===== src/sv/bdht_pkg.sv =====
// shared types, constants and helpers for the button debounce hold timer
package bdht_pkg;

	localparam int AGE_W = 16;
	localparam int DEB_W = 10;
	localparam int IDX_W = 2;
	localparam int CFG_DATA_W = 16;

	localparam logic [AGE_W-1:0] AGE_MAX = '1;

	localparam logic [DEB_W-1:0] DEBOUNCE_RST = 10'd30;
	localparam logic [AGE_W-1:0] LONG_HOLD_RST = 16'd10000;
	localparam logic [AGE_W-1:0] HEARTBEAT_RST = 16'd1000;

	localparam logic [IDX_W-1:0] REG_DEBOUNCE = 2'd0;
	localparam logic [IDX_W-1:0] REG_LONG_HOLD = 2'd1;
	localparam logic [IDX_W-1:0] REG_HEARTBEAT = 2'd2;

	localparam logic [1:0] EDGE_NONE = 2'd0;
	localparam logic [1:0] EDGE_PRESS = 2'd1;
	localparam logic [1:0] EDGE_RELEASE = 2'd2;

	typedef struct packed {
		logic [DEB_W-1:0] debounce_ticks;
		logic [AGE_W-1:0] long_hold_ticks;
		logic [AGE_W-1:0] heartbeat_ticks;
	} cfg_t;

	typedef struct packed {
		logic pressed;
		logic [1:0] edge_event;
		logic long_hold_event;
		logic long_pressed;
		logic heartbeat_event;
		logic [AGE_W-1:0] hold_report;
	} res_t;

	function automatic logic [AGE_W-1:0] age_step(input logic [AGE_W-1:0] a);
		age_step = (a == AGE_MAX) ? AGE_MAX : a + 16'd1;
	endfunction

endpackage


===== src/sv/bdht_cfg.sv =====
// configuration register file for the button debounce hold timer
module bdht_cfg (
	input logic clk,
	input logic arst_n,
	input logic cfg_valid,
	output logic cfg_ready,
	input logic [bdht_pkg::IDX_W-1:0] cfg_index,
	input logic [bdht_pkg::CFG_DATA_W-1:0] cfg_data,
	output bdht_pkg::cfg_t cfg
);
	import bdht_pkg::*;

	cfg_t cfg_q;

	assign cfg_ready = 1'b1;
	assign cfg = cfg_q;

	always_ff @(posedge clk or negedge arst_n) begin
		if (!arst_n) begin
			cfg_q.debounce_ticks <= DEBOUNCE_RST;
			cfg_q.long_hold_ticks <= LONG_HOLD_RST;
			cfg_q.heartbeat_ticks <= HEARTBEAT_RST;
		end else if (cfg_valid && cfg_ready) begin
			case (cfg_index)
				REG_DEBOUNCE: cfg_q.debounce_ticks <= cfg_data[DEB_W-1:0];
				REG_LONG_HOLD: cfg_q.long_hold_ticks <= cfg_data;
				REG_HEARTBEAT: cfg_q.heartbeat_ticks <= cfg_data;
				default: ;
			endcase
		end
	end

endmodule


===== src/sv/bdht_core.sv =====
// debounce, hold timer, long-hold and heartbeat state with its per-tick update
module bdht_core (
	input logic clk,
	input logic arst_n,
	input logic step,
	input logic raw,
	input bdht_pkg::cfg_t cfg,
	output bdht_pkg::res_t res
);
	import bdht_pkg::*;

	logic last_raw_q;
	logic stable_q;
	logic [AGE_W-1:0] raw_age_q;
	logic [AGE_W-1:0] press_age_q;
	logic [AGE_W-1:0] last_hold_q;
	logic long_done_q;
	logic [AGE_W-1:0] hb_age_q;

	logic [AGE_W-1:0] raw_age_n;
	logic [AGE_W-1:0] press_age_n;
	logic [AGE_W-1:0] last_hold_n;
	logic [AGE_W-1:0] hb_age_n;
	logic stable_n;
	logic long_done_n;
	logic take;
	logic lh_fire;
	logic hb_fire;
	logic [1:0] edge_n;

	always_comb begin
		raw_age_n = age_step(raw_age_q);
		press_age_n = age_step(press_age_q);
		hb_age_n = age_step(hb_age_q);
		last_hold_n = last_hold_q;
		stable_n = stable_q;
		long_done_n = long_done_q;
		edge_n = EDGE_NONE;

		if (raw != last_raw_q) begin
			raw_age_n = '0;
		end

		take = (raw != stable_q) && (raw_age_n >= {{(AGE_W-DEB_W){1'b0}}, cfg.debounce_ticks});
		if (take) begin
			stable_n = raw;
			if (raw) begin
				press_age_n = '0;
				last_hold_n = '0;
				long_done_n = 1'b0;
				edge_n = EDGE_PRESS;
			end else begin
				last_hold_n = press_age_n;
				edge_n = EDGE_RELEASE;
			end
		end

		lh_fire = stable_n && !long_done_n && (press_age_n >= cfg.long_hold_ticks);
		if (lh_fire) begin
			long_done_n = 1'b1;
		end

		hb_fire = (hb_age_n >= cfg.heartbeat_ticks);
		if (hb_fire) begin
			hb_age_n = '0;
		end

		res.pressed = stable_n;
		res.edge_event = edge_n;
		res.long_hold_event = lh_fire;
		res.long_pressed = stable_n && (press_age_n >= cfg.long_hold_ticks);
		res.heartbeat_event = hb_fire;
		res.hold_report = stable_n ? press_age_n : last_hold_n;
	end

	always_ff @(posedge clk or negedge arst_n) begin
		if (!arst_n) begin
			last_raw_q <= 1'b0;
			stable_q <= 1'b0;
			raw_age_q <= '0;
			press_age_q <= '0;
			last_hold_q <= '0;
			long_done_q <= 1'b0;
			hb_age_q <= '0;
		end else if (step) begin
			last_raw_q <= raw;
			stable_q <= stable_n;
			raw_age_q <= raw_age_n;
			press_age_q <= press_age_n;
			last_hold_q <= last_hold_n;
			long_done_q <= long_done_n;
			hb_age_q <= hb_age_n;
		end
	end

	assert property (@(posedge clk) disable iff (!arst_n)
		step && long_done_q && stable_q |-> !res.long_hold_event)
		else $error("second long-hold pulse in one press");

endmodule


===== src/sv/button_debounce_hold_timer.sv =====
// top level of the button debounce hold timer with input and result registers
//
// channel | signals                                   | accept
// in      | in_valid, in_stall, raw_level             | in_valid & !in_stall
// out     | out_valid, out_stall, pressed ... hold    | out_valid & !out_stall
// cfg     | cfg_valid, cfg_ready, cfg_index, cfg_data | cfg_valid & cfg_ready
//
// one request per cycle sustained while out_stall is low; input passes the input register, then the result register
// the state update is combinational between the input and result registers
// reset clears the valid bits of both registers and the state, and loads the default configuration
// a held result stalls the input register, which then stalls the input side
module button_debounce_hold_timer (
	input logic clk,
	input logic arst_n,
	input logic in_valid,
	output logic in_stall,
	input logic raw_level,
	output logic out_valid,
	input logic out_stall,
	output logic pressed,
	output logic [1:0] edge_event,
	output logic long_hold_event,
	output logic long_pressed,
	output logic heartbeat_event,
	output logic [bdht_pkg::AGE_W-1:0] hold_report,
	input logic cfg_valid,
	output logic cfg_ready,
	input logic [bdht_pkg::IDX_W-1:0] cfg_index,
	input logic [bdht_pkg::CFG_DATA_W-1:0] cfg_data
);
	import bdht_pkg::*;

	cfg_t cfg;
	res_t res;
	res_t res_s2;
	logic valid_s1;
	logic raw_s1;
	logic valid_s2;
	logic adv_s2;
	logic move;

	bdht_cfg u_cfg (
		.clk(clk),
		.arst_n(arst_n),
		.cfg_valid(cfg_valid),
		.cfg_ready(cfg_ready),
		.cfg_index(cfg_index),
		.cfg_data(cfg_data),
		.cfg(cfg)
	);

	bdht_core u_core (
		.clk(clk),
		.arst_n(arst_n),
		.step(move),
		.raw(raw_s1),
		.cfg(cfg),
		.res(res)
	);

	assign adv_s2 = !valid_s2 || !out_stall;
	assign move = valid_s1 && adv_s2;
	assign in_stall = valid_s1 && !adv_s2;

	always_ff @(posedge clk or negedge arst_n) begin
		if (!arst_n) begin
			valid_s1 <= 1'b0;
			valid_s2 <= 1'b0;
		end else begin
			if (in_valid && !in_stall) begin
				valid_s1 <= 1'b1;
			end else if (move) begin
				valid_s1 <= 1'b0;
			end
			if (adv_s2) begin
				valid_s2 <= move;
			end
		end
	end

	always_ff @(posedge clk) begin
		if (in_valid && !in_stall) begin
			raw_s1 <= raw_level;
		end
		if (move) begin
			res_s2 <= res;
		end
	end

	assign out_valid = valid_s2;
	assign pressed = res_s2.pressed;
	assign edge_event = res_s2.edge_event;
	assign long_hold_event = res_s2.long_hold_event;
	assign long_pressed = res_s2.long_pressed;
	assign heartbeat_event = res_s2.heartbeat_event;
	assign hold_report = res_s2.hold_report;

	assert property (@(posedge clk) disable iff (!arst_n)
		in_stall |-> valid_s2 && out_stall)
		else $error("input stalled while result register free");

	assert property (@(posedge clk) disable iff (!arst_n)
		out_valid && edge_event == EDGE_PRESS |-> pressed && hold_report == '0)
		else $error("press result not pressed or nonzero hold");

	assert property (@(posedge clk) disable iff (!arst_n)
		out_valid && edge_event == EDGE_RELEASE |-> !pressed && !long_pressed)
		else $error("release result still pressed");

	assert property (@(posedge clk) disable iff (!arst_n)
		out_valid && long_hold_event |-> long_pressed)
		else $error("long-hold pulse without long press");

	assert property (@(posedge clk) disable iff (!arst_n)
		move |=> valid_s2)
		else $error("advanced request lost before result register");

endmodule

===== config.mk =====
export PLATFORM = sky130hd
export DESIGN_NAME = button_debounce_hold_timer
export DESIGN_NICKNAME = d
export VERILOG_FILES = /design/src/sv/bdht_pkg.sv /design/src/sv/bdht_cfg.sv /design/src/sv/bdht_core.sv /design/src/sv/button_debounce_hold_timer.sv
export SDC_FILE = /design/constraint.sdc
export NUM_CORES = 1
export LEC_CHECK = 0
export ABC_AREA = 1
export BUFFER_PORTS_ARGS = -buffer_cell sky130_fd_sc_hd__buf_2
export CORE_MARGIN = 2
export CORE_UTILIZATION = 35
export CTS_CLUSTER_SIZE = 12
export DETAILED_ROUTE_END_ITERATION = 7
export PLACE_DENSITY_LB_ADDON = 0.08
export SETUP_SLACK_MARGIN = 0.3
export SYNTH_ARGS = -nofsm -noshare
export SYNTH_HDL_FRONTEND = slang
export SYNTH_SLANG_ARGS = --single-unit

===== constraint.sdc =====
create_clock -name clk -period 3.76 [get_ports clk]
set_input_delay 0 -clock clk [delete_from_list [all_inputs] [get_ports clk]]
set_output_delay 0 -clock clk [all_outputs]
set_load 0.005 [all_outputs]

* Yosys cells after proc, flatten, opt, wreduce, memory -nomap -nowiden *
Index checks and enable logic that the tools add are counted.

word-level totals
  bits in registers = 134
  input bits = 24
  output and inout bits = 25
  word-level logic and storage cells = 66

operators by class
  add/sub/neg operators = 3
  muxes and demuxes = 16
  reductions and logical operators = 18
  equality and inequality tests = 7
  magnitude comparators = 3

operators by type and width
  cell                                                 number
  two-way mux 16 bit                                   9
  adder 16 x 1 -> 16 bit, second input constant        3
  equality test 16 bit, second input constant          3
  >= comparator 16 bit                                 2
  >= comparator 16 x 10 -> 1 bit                       1
  logical AND 1 bit                                    7
  two-way mux 1 bit                                    6
  AND reduction 2 bit                                  3
  zero test 1 bit                                      5
  equality test 2 x 1 -> 1 bit, second input constant  1
  equality test 2 bit, second input constant           1
  zero test 2 bit                                      1
  two-way mux 2 bit                                    1
  inequality test 1 bit                                2
  nonzero test 2 bit                                   1
  logical OR 1 bit                                     1

* Depth between registers and ports, before layout *
Gate-level depths: netlist of run 1.

  depth in word-level cells = 10
  gate-level depth with buffers = 30
  gate-level depth less buffers = 28

* Modules after synthesis *
Synthesis of run 1 repeated with hierarchy kept, for this count alone.

unflattened totals
  cell total of the unflattened synthesis = 1,032
  area, all modules = 8,139.1 um2

by module, submodules not included
  module                      cells each  instances  seq. area each (um2)  area each (um2)
  bdht_core                   807         1          1,676.6               5,474.0
  bdht_cfg                    190         1          1,069.8               1,879.3
  button_debounce_hold_timer  35          1          740.7                 785.8

* Worst setup path after synthesis of run 1 *
OpenSTA, ideal clock, no wires.

  kind = register to register
  start point = register u_core.raw_age_q[0]
  end point = register res_s2 (netlist bit long_hold_event) (data pin)
  data required time = 3,507 ps
  buffers on the path = 2
  slack = -324 ps
  data arrival time = 3,831 ps
  cell stages (with the launch flop) = 29
  path through = dfrtp_1 -> ha_1 -> nand3_2 -> nor2_4 -> nand4_2 -> inv_1 -> clkbuf_1 -> a21oi_1 -> nor2_1 -> ha_1 -> a21oi_1 -> nand2_1 -> nand2_1 -> nand2_1 -> nand2_1 -> nand2_1 -> a21boi_0 -> nand2_4 -> buf_6 -> a21boi_2 -> ha_1 -> nand2_1 -> inv_1 -> o21ai_0 -> a21oi_1 -> nor2_1 -> o311ai_0 -> nand2_1 -> nor2_1

RTL lines
  what                    line                              source
  start, declared         bdht_core.sv:14                   logic [AGE_W-1:0] raw_age_q;
  start signal, assigned  bdht_core.sv:88                   raw_age_q <= raw_age_n;
  end signal, assigned    button_debounce_hold_timer.sv:86  res_s2 <= res;
  end, declared           button_debounce_hold_timer.sv:35  res_t res_s2;

==> flow_summary.yaml, run 1 <==
run:
  max_cap_viol_count: 0
clocking:
  worstSkewPairLatency_ns: 0.42
  cts.path.max_buffers: 2
  cts_tree: "done"
  cts_made_buffers: 17
  cts_htree_levels: 4
  cts.sink_count: 134
  clk_root_buffer_cell: "clkbuf_16"
  clk_pin_slew_ns: 0.06
final_layout:
  area_growth_pct: 25.10
  post_route_cells_drive_above_1_share_pct: 20.56
  fillers: 2224
  fin_cells: 1423
  num_antenna_cells: 0
  final_nets: 1199
yosys:
  mappedNetlistNets: 1078
  yosysWarnings: 0
  postSynthAreaPerCell_um2: 7.750
  synth-edff-count: 23
  synth_area_leaders: "dfrtp_1 (31%), nand2_1 (16%), edfxtp_1 (8.8%), ha_1 (7.2%), inv_1 (6.0%)"
  post_synthesis_cell_area_um2: 7820
  post-synth-top-count-cell: "nand2_1"
  ys_top_cells_by_count: "nand2_1 (330), inv_1 (126), dfrtp_1 (96)"
  yosys.area.top_type: "dfrtp_1"
  asyncSetResetFlopFracSynth_pct: 82.84
  postSynthCellCount: 1009
  seq_area_frac_synth_pct: 44.59
  synth.ff_latch_count: 134
  netlist.area_leader.share_pct: 30.72
  ys_dominant_reg_cell: "dfrtp_1"
  synth_cell_types: 39
worst_setup_path:
  crit_family: "compound AO/OA/AOI/OAI gates"
  crit_buf_inv: 5
  timing.rr.end: "long_hold_event"
  timing_worst_setup_path_type: "reg2reg"
  critical-path-top-cell-by-count: "nor2_1"
  cpPeakStageDelay_ns: 0.38
  r2r-start: "u_core.raw_age_q[1]"
  slowest_stage: "dfrtp_1"
  crit_path_max_fanout: 7
  timing.reg2reg.setup_slack_ns: 0.02
  critPathCaptureType: "register"
  timing.critical_path.arrival_ns: 3.91
  timing.critical_path.from_type: "register"
  worst_ep_required_time_ns: 3.93
  rr_worst_depth: 25
pwr:
  p_switching_w: 0.001896
  netSwitchingFraction_pct: 36.17
  p_seq_share_pct: 36.9
  power.static_leakage_nw: 4.929
  peakVddDrop_uv: 356.1
  p_int_w: 0.003345
  power_per_cell_area_nw_per_um2: 535.8
  power.clock.fraction_pct: 29.1
  comb_power_share_pct: 34.0
route:
  drtAntennaViolNets: 0
  firstDrtPassIters: 5
  drt-vias-per-instance: 4.690
  drc: 0
  finalWirelength_um: 20380
  total_number_of_vias: 6674
  drt_iter0_drc: 399
  wl_per_cell_um: 14.32
sta:
  min_period_over_period_pct: 99.49
  timing.final.hold_violations: 0
  unrepaired_setup_endpoints_after_global_routing: "true"
  finalSetupViolCount: 0
  worst_slew_pin_tran_ns: 1.090
  finalCriticalPeriod_ns: 3.741
  timing.setup.tns_ns: 0
  maxSlewHeadroom_pct: 27.12
  skew_ns: 0.01162
  max_freq_mhz: 267.3
  drv_slew: 0
place:
  post-dp-hpwl_um: 14430
  port_bufs: 47
  gp_congestion: 0.8575
  numPlacedInstances: 1356
floorplan:
  die_area_um2: 23550
  die_height_um: 153.5
  num_io_pins: 49
  die_x_um: 153.5
  core.rowCount: 54
  initial_core_util_pct: 35.72
  core_region_area_um2: 21890
run_status:
  run_status: "finished clean"
global_routing:
  grt_pass1_wl_um: 34860
  number_of_antenna_violations_at_the_first_check_in_global_routing: 0
  overall_global_routing_resource_usage_pct: 18.38
  grt_overflow: 0
  grt_pass1_vias: 6676
  grt_max_degree: 60
worst_hold_path:
  min-delay-path-class: "in2async"
-- cell type report --
class                           instances  area [um^2]  share of cell area (%)
Multi-Input combinational cell        713         3906                   39.93
Sequential cell                       134         3488                   35.66
Timing Repair Buffer                  136         1013                   10.36
Inverter                              128        491.7                   5.026
Clock buffer                           18        429.2                   4.387
Tap cell                              280        350.3                   3.581
Clock inverter                         14        103.9                   1.062
-- cells by family after synthesis --
family / after synthesis / synth area share [%]
and+or+nand+nor: 501 / 27.07
xor gates and xnor gates: 17 / 1.904
adders and majority gates: 45 / 7.200
other: 1 / 0.04795
DFF: 134 / 44.59
AOI/OAI and AO/OA: 148 / 10.88
buffers and inverters: 163 / 8.304
-- cell usage in the layout (no fill, tap or decap), types with 5 or more instances in the layout --
cell           Yosys  final
a21oi_2            0      7
nor2_1            57     49
o21ai_0           91     84
a21boi_2          13     10
nand3_1           65     65
a21oi_1           26     18
buf_4              3     64
nand2_1          330    326
nand4_1           16     16
dlygate4sd3_1      0     20
buf_2              1     46
a21boi_4           0      6
inv_1            126    123
nor2_2             3      8
edfxtp_1          23     23
o21ai_1            3      6
clkbuf_16          0     17
dfstp_2           15     15
xor2_1            15     15
ha_1              45     43
or2_2              6      6
o22ai_1            9      9
nand2_2            4      8
nor2_4             2      5
nor3_1            10      8
dfrtp_1           96     95
-- layer usage --
metal  vias up  part of all wire, %  global-route usage [%]
li1       3506                    -                       -
met1      3035                   53                   27.48
met2       115                   43                   27.89
met3        18                  2.7                   2.665
met4         0                  1.1                   4.806
met5         -                    0                       0
-- repair_timing --
item / 4_1_cts / 5_1_grt
pin swaps: 18 / 13
endpoints found under the hold margin: 92 / 0
gates resized for setup: 19 / 34
buffers inserted: 3 / 11
hold buffers: 20 / 0
gates cloned: 1 / 0
endpoints found under the setup margin: 3 / 36
-- power by group through the flow --
stage / combinational (W) / sequential, W / clock, W
finish: 0.00178 / 0.00193 / 0.00152
global route: 0.00206 / 0.00197 / 0.00164
CTS: 0.00167 / 0.00193 / 0.00157
detailed placement: 0.00161 / 0.00195 / 0
global placement: 0.00160 / 0.00195 / 0
floorplan: 0.00107 / 0.00192 / 0
-- how the worst max path moves through the flow --
stage	start	to	slack [ns]	depth (start not counted)
2_1_floorplan	u_core.raw_age_q[1]	long_hold_event	0.11	30
3_3_place_gp	u_core.raw_age_q[1]	long_hold_event	-0.06	27
3_5_place_dp	u_core.raw_age_q[1]	long_hold_event	-0.11	27
4_1_cts	u_core.raw_age_q[0]	long_hold_event	0.08	27
5_1_grt	u_core.raw_age_q[1]	long_hold_event	-0.23	30
6_report	u_core.raw_age_q[1]	long_hold_event	0.02	25
-- worst reg2reg max path, cell delays in order (launching register included) --
cell and delay (ns):
dfrtp_1 0.38, ha_2 0.21, nand3_4 0.09, nor2_4 0.05, nand4_4 0.08, clkinv_4 0.11, buf_4 0.17, nor2_1 0.15
nor2_1 0.07, ha_1 0.30, a21oi_2 0.16, nand2_2 0.08, a21boi_4 0.22, buf_12 0.14, nand2_8 0.08, a21boi_4 0.18
ha_1 0.26, nand2_1 0.06, inv_1 0.05, o21ai_2 0.13, a21oi_2 0.06, nor2_1 0.08, o311ai_1 0.10, buf_4 0.16
nand2_2 0.06, nor2_1 0.04
-- metrics by stage --
step | total power [W] | worst slack, ns | hold WS [ns] | utilization (%) | instance area, um^2
floorplan | 0.002996 | 0.1077 | -0.2956 | - | 7854
global placement | 0.003546 | -0.05698 | 0.1199 | 39.76 | 8703
detailed placement | 0.003557 | -0.1103 | 0.1154 | 39.76 | 8703
CTS | 0.005168 | 0.08327 | 0.2032 | 43.63 | 9552
global route | 0.005672 | -0.2281 | 0.2477 | 44.69 | 9783
finish | 0.005241 | 0.01926 | 0.1691 | 44.69 | 9783
-- sequential cells by signal, indices dropped and copies added (netlist names) --
register	count
valid_s1	1
u_cfg.cfg	42
u_core.raw_age_q	16
long_hold_event	1
u_core.long_done_q	1
u_core.hb_age_q	16
edge_event	2
u_core.stable_q	1
out_valid	1
long_pressed	1
u_core.last_raw_q	1
raw_s1	1
u_core.press_age_q	16
u_core.last_hold_q	16
hold_report	16
heartbeat_event	1
pressed	1
Note: power is estimated with default switching activity, not from simulation.
==> run 2, diff against run 1 <==
Settings changed: CELL_PAD_IN_SITES_DETAIL_PLACEMENT from default to 1, CELL_PAD_IN_SITES_GLOBAL_PLACEMENT from default to 1, CTS_CLUSTER_SIZE 12 to 30, PLACE_DENSITY from default to 0.76, PLACE_DENSITY_LB_ADDON 0.08 to default.
==> run 2 against run 1 <==
  * The flow now finishes with violations (setup timing)
  * Power increased by 13%
  * Worst setup slack lost 0.20 ns
  * Clock power up 23%
  * First-iteration DRC count grew 27%
  * Sequential cell count did not move
  * Register-to-register slack worse by 0.20 ns
  * Core utilization increased by 2.2 points
  * Via count is 10% higher
  * Critical endpoint is now long_pressed
==> flow_summary.yaml, run 2 (synthesis results as in run 1) <==
worst_hold_path:
  min-delay-path-class: "in2async"
worst_setup_path:
  timing.critical_path.from_type: "register"
  timing.reg2reg.setup_slack_ns: -0.18
  timing_worst_setup_path_type: "reg2reg"
  crit_path_max_fanout: 7
  path_cells: "buf_4 -> inv_1 -> nor2_2 -> nand2_1 -> xor2_1 -> nor2_1 -> nor2_1 -> ha_1 -> a21oi_1 -> nand2_2 -> a21boi_4 -> buf_12 -> nand2_8 -> buf_4 -> a21boi_4 -> ha_1 -> nand2_2 -> o21ai_2 -> a21oi_2 -> o311ai_2 -> buf_4 -> nand2_4 -> inv_1"
  worst_ep_required_time_ns: 3.95
  slowest_stage: "dfrtp_1"
  critical-path-top-cell-by-count: "buf_4"
  critPathCaptureType: "register"
  timing.critical_path.arrival_ns: 4.13
  cpPeakStageDelay_ns: 0.38
floorplan:
  num_io_pins: 49
  die_area_um2: 23550
  die_x_um: 153.5
  die_height_um: 153.5
  initial_core_util_pct: 35.72
  core_region_area_um2: 21890
  core.rowCount: 54
clocking:
  clk_root_buffer_cell: "clkbuf_16"
  cts_htree_levels: 4
  worstSkewPairLatency_ns: 0.43
  cts.path.max_buffers: 2
  cts_tree: "done"
  clk_pin_slew_ns: 0.06
  cts.sink_count: 134
  cts_made_buffers: 17
sta:
  drv_slew: 0
  finalCriticalPeriod_ns: 3.940
  layout_setup_ws_ns: -0.1797
  worst_slew_pin_tran_ns: 1.047
  max_freq_mhz: 253.8
  finalSetupViolCount: 3
  maxSlewHeadroom_pct: 30.02
  min_period_over_period_pct: 104.8
  unrepaired_setup_endpoints_after_global_routing: "true"
  skew_ns: 0.01057
  timing.final.hold_violations: 0
final_layout:
  layout.core_utilization_pct: 46.86
  flip_flop_count_of_the_largest_register_all_copies_and_words_added: 42
  leading_cell_type_in_the_layout_fill_and_taps_excluded: "nand2_1"
  final_nets: 1209
  post_route_cells_drive_above_1_share_pct: 23.76
  num_antenna_cells: 0
  most-common-layout-cells: "nand2_1 (315), inv_1 (120), dfrtp_1 (96), o21ai_0 (83), buf_4 (67)"
  postLayoutCellArea_um2: 10260
  area_growth_pct: 31.18
place:
  gp_congestion: 0.8418
  dpl_worst_slack_ns: -0.1783
  placedInstanceArea_um2: 8681
  port_bufs: 47
  post-dp-hpwl_um: 15920
run:
  max_cap_viol_count: 0
global_routing:
  grt_max_degree: 66
  grt_overflow: 0
  number_of_antenna_violations_at_the_first_check_in_global_routing: 0
  grt_pass1_wl_um: 37870
  grt_pass1_vias: 7493
  overall_global_routing_resource_usage_pct: 20.00
pwr:
  power_per_cell_area_nw_per_um2: 579.0
  fin_total_pwr_w: 0.005939
  peakVddDrop_uv: 336.7
  power.static_leakage_nw: 5.053
route:
  wl_per_cell_um: 18.04
  firstDrtPassIters: 5
  drt-vias-per-instance: 5.142
  drt_iter0_drc: 506
  drc: 0
  finalWirelength_um: 25860
  total_number_of_vias: 7368
  drtAntennaViolNets: 0
run_status:
  run_status: "finished with violations"
  failing_checks: "setup timing"
==> run 2: repair_timing <==
action,CTS,global route
pin swaps,21,50
hold endpoints to repair,94,0
buffers inserted,6,18
gates cloned,1,3
hold buffers,20,0
setup endpoints to repair,31,37
gates resized for setup,20,90
==> run 2: routing by layer <==
layer / global-route usage (%) / vias up / wire length, um / share of wire [%]
li1: - / 3513 / - / -
met1: 26.27 / 3662 / 11270 / 44
met2: 34.63 / 161 / 13310 / 51
met3: 3.176 / 32 / 935 / 3.6
met4: 4.849 / 0 / 341 / 1.3
met5: 0 / - / 0 / 0
==> run 2: area by class of cell <==
class	instances	area [um^2]
Clock inverter	12	200.2
Tap cell	280	350.3
Fill cell	2630	11630
Inverter	128	494.2
Sequential cell	134	3487
Multi-Input combinational cell	716	4199
Timing Repair Buffer	143	1081
Clock buffer	20	446.7
==> run 2: final timing paths <==
| path | startpoint | endpoint | cells past startpoint |
|---|---|---|---|
| min in group clk | cfg_valid | u_cfg.cfg[34] | 4 |
| setup / recovery | u_core.raw_age_q[0] | long_pressed | 23 |
| hold reg to reg | u_core.last_hold_q[12] | u_core.last_hold_q[12] | 2 |
| hold / removal | arst_n | u_core.hb_age_q[7] | 2 |
| setup reg to reg | u_core.raw_age_q[0] | long_pressed | 23 |
| max in group asynchronous | arst_n | u_core.last_hold_q[9] | 3 |
==> run 2: metrics by stage <==
stage / setup TNS (ns) / cells / hold WS (ns)
3_3_place_gp: -0.04507 / 1353 / 0.1659
5_1_grt: -1.031 / 1433 / 0.2959
6_report: -0.4397 / 1433 / 0.2124
2_1_floorplan: 0 / 1009 / -0.2956
3_5_place_dp: -0.4265 / 1353 / 0.1675
4_1_cts: 0 / 1412 / 0.2633
==> run 2: where the power goes <==
| part | leakage [nW] | internal (W) | switching (W) |
|---|---|---|---|
| combinational | 3.09 | 0.000844 | 0.00128 |
| sequential | 1.66 | 0.00176 | 0.000189 |
| clock | 0.303 | 0.00119 | 0.000674 |
==> run 2: critical path: cells and delay by family, from the launching register on <==
| kind | cells | cell delay (ns) |
|---|---|---|
| and+or+nand+nor | 8 | 0.96 |
| AOI/OAI and AO/OA | 6 | 0.87 |
| buffers and inverters | 6 | 0.76 |
| adders and majority gates | 2 | 0.54 |
| DFF | 1 | 0.38 |
| xor gates and xnor gates | 1 | 0.22 |
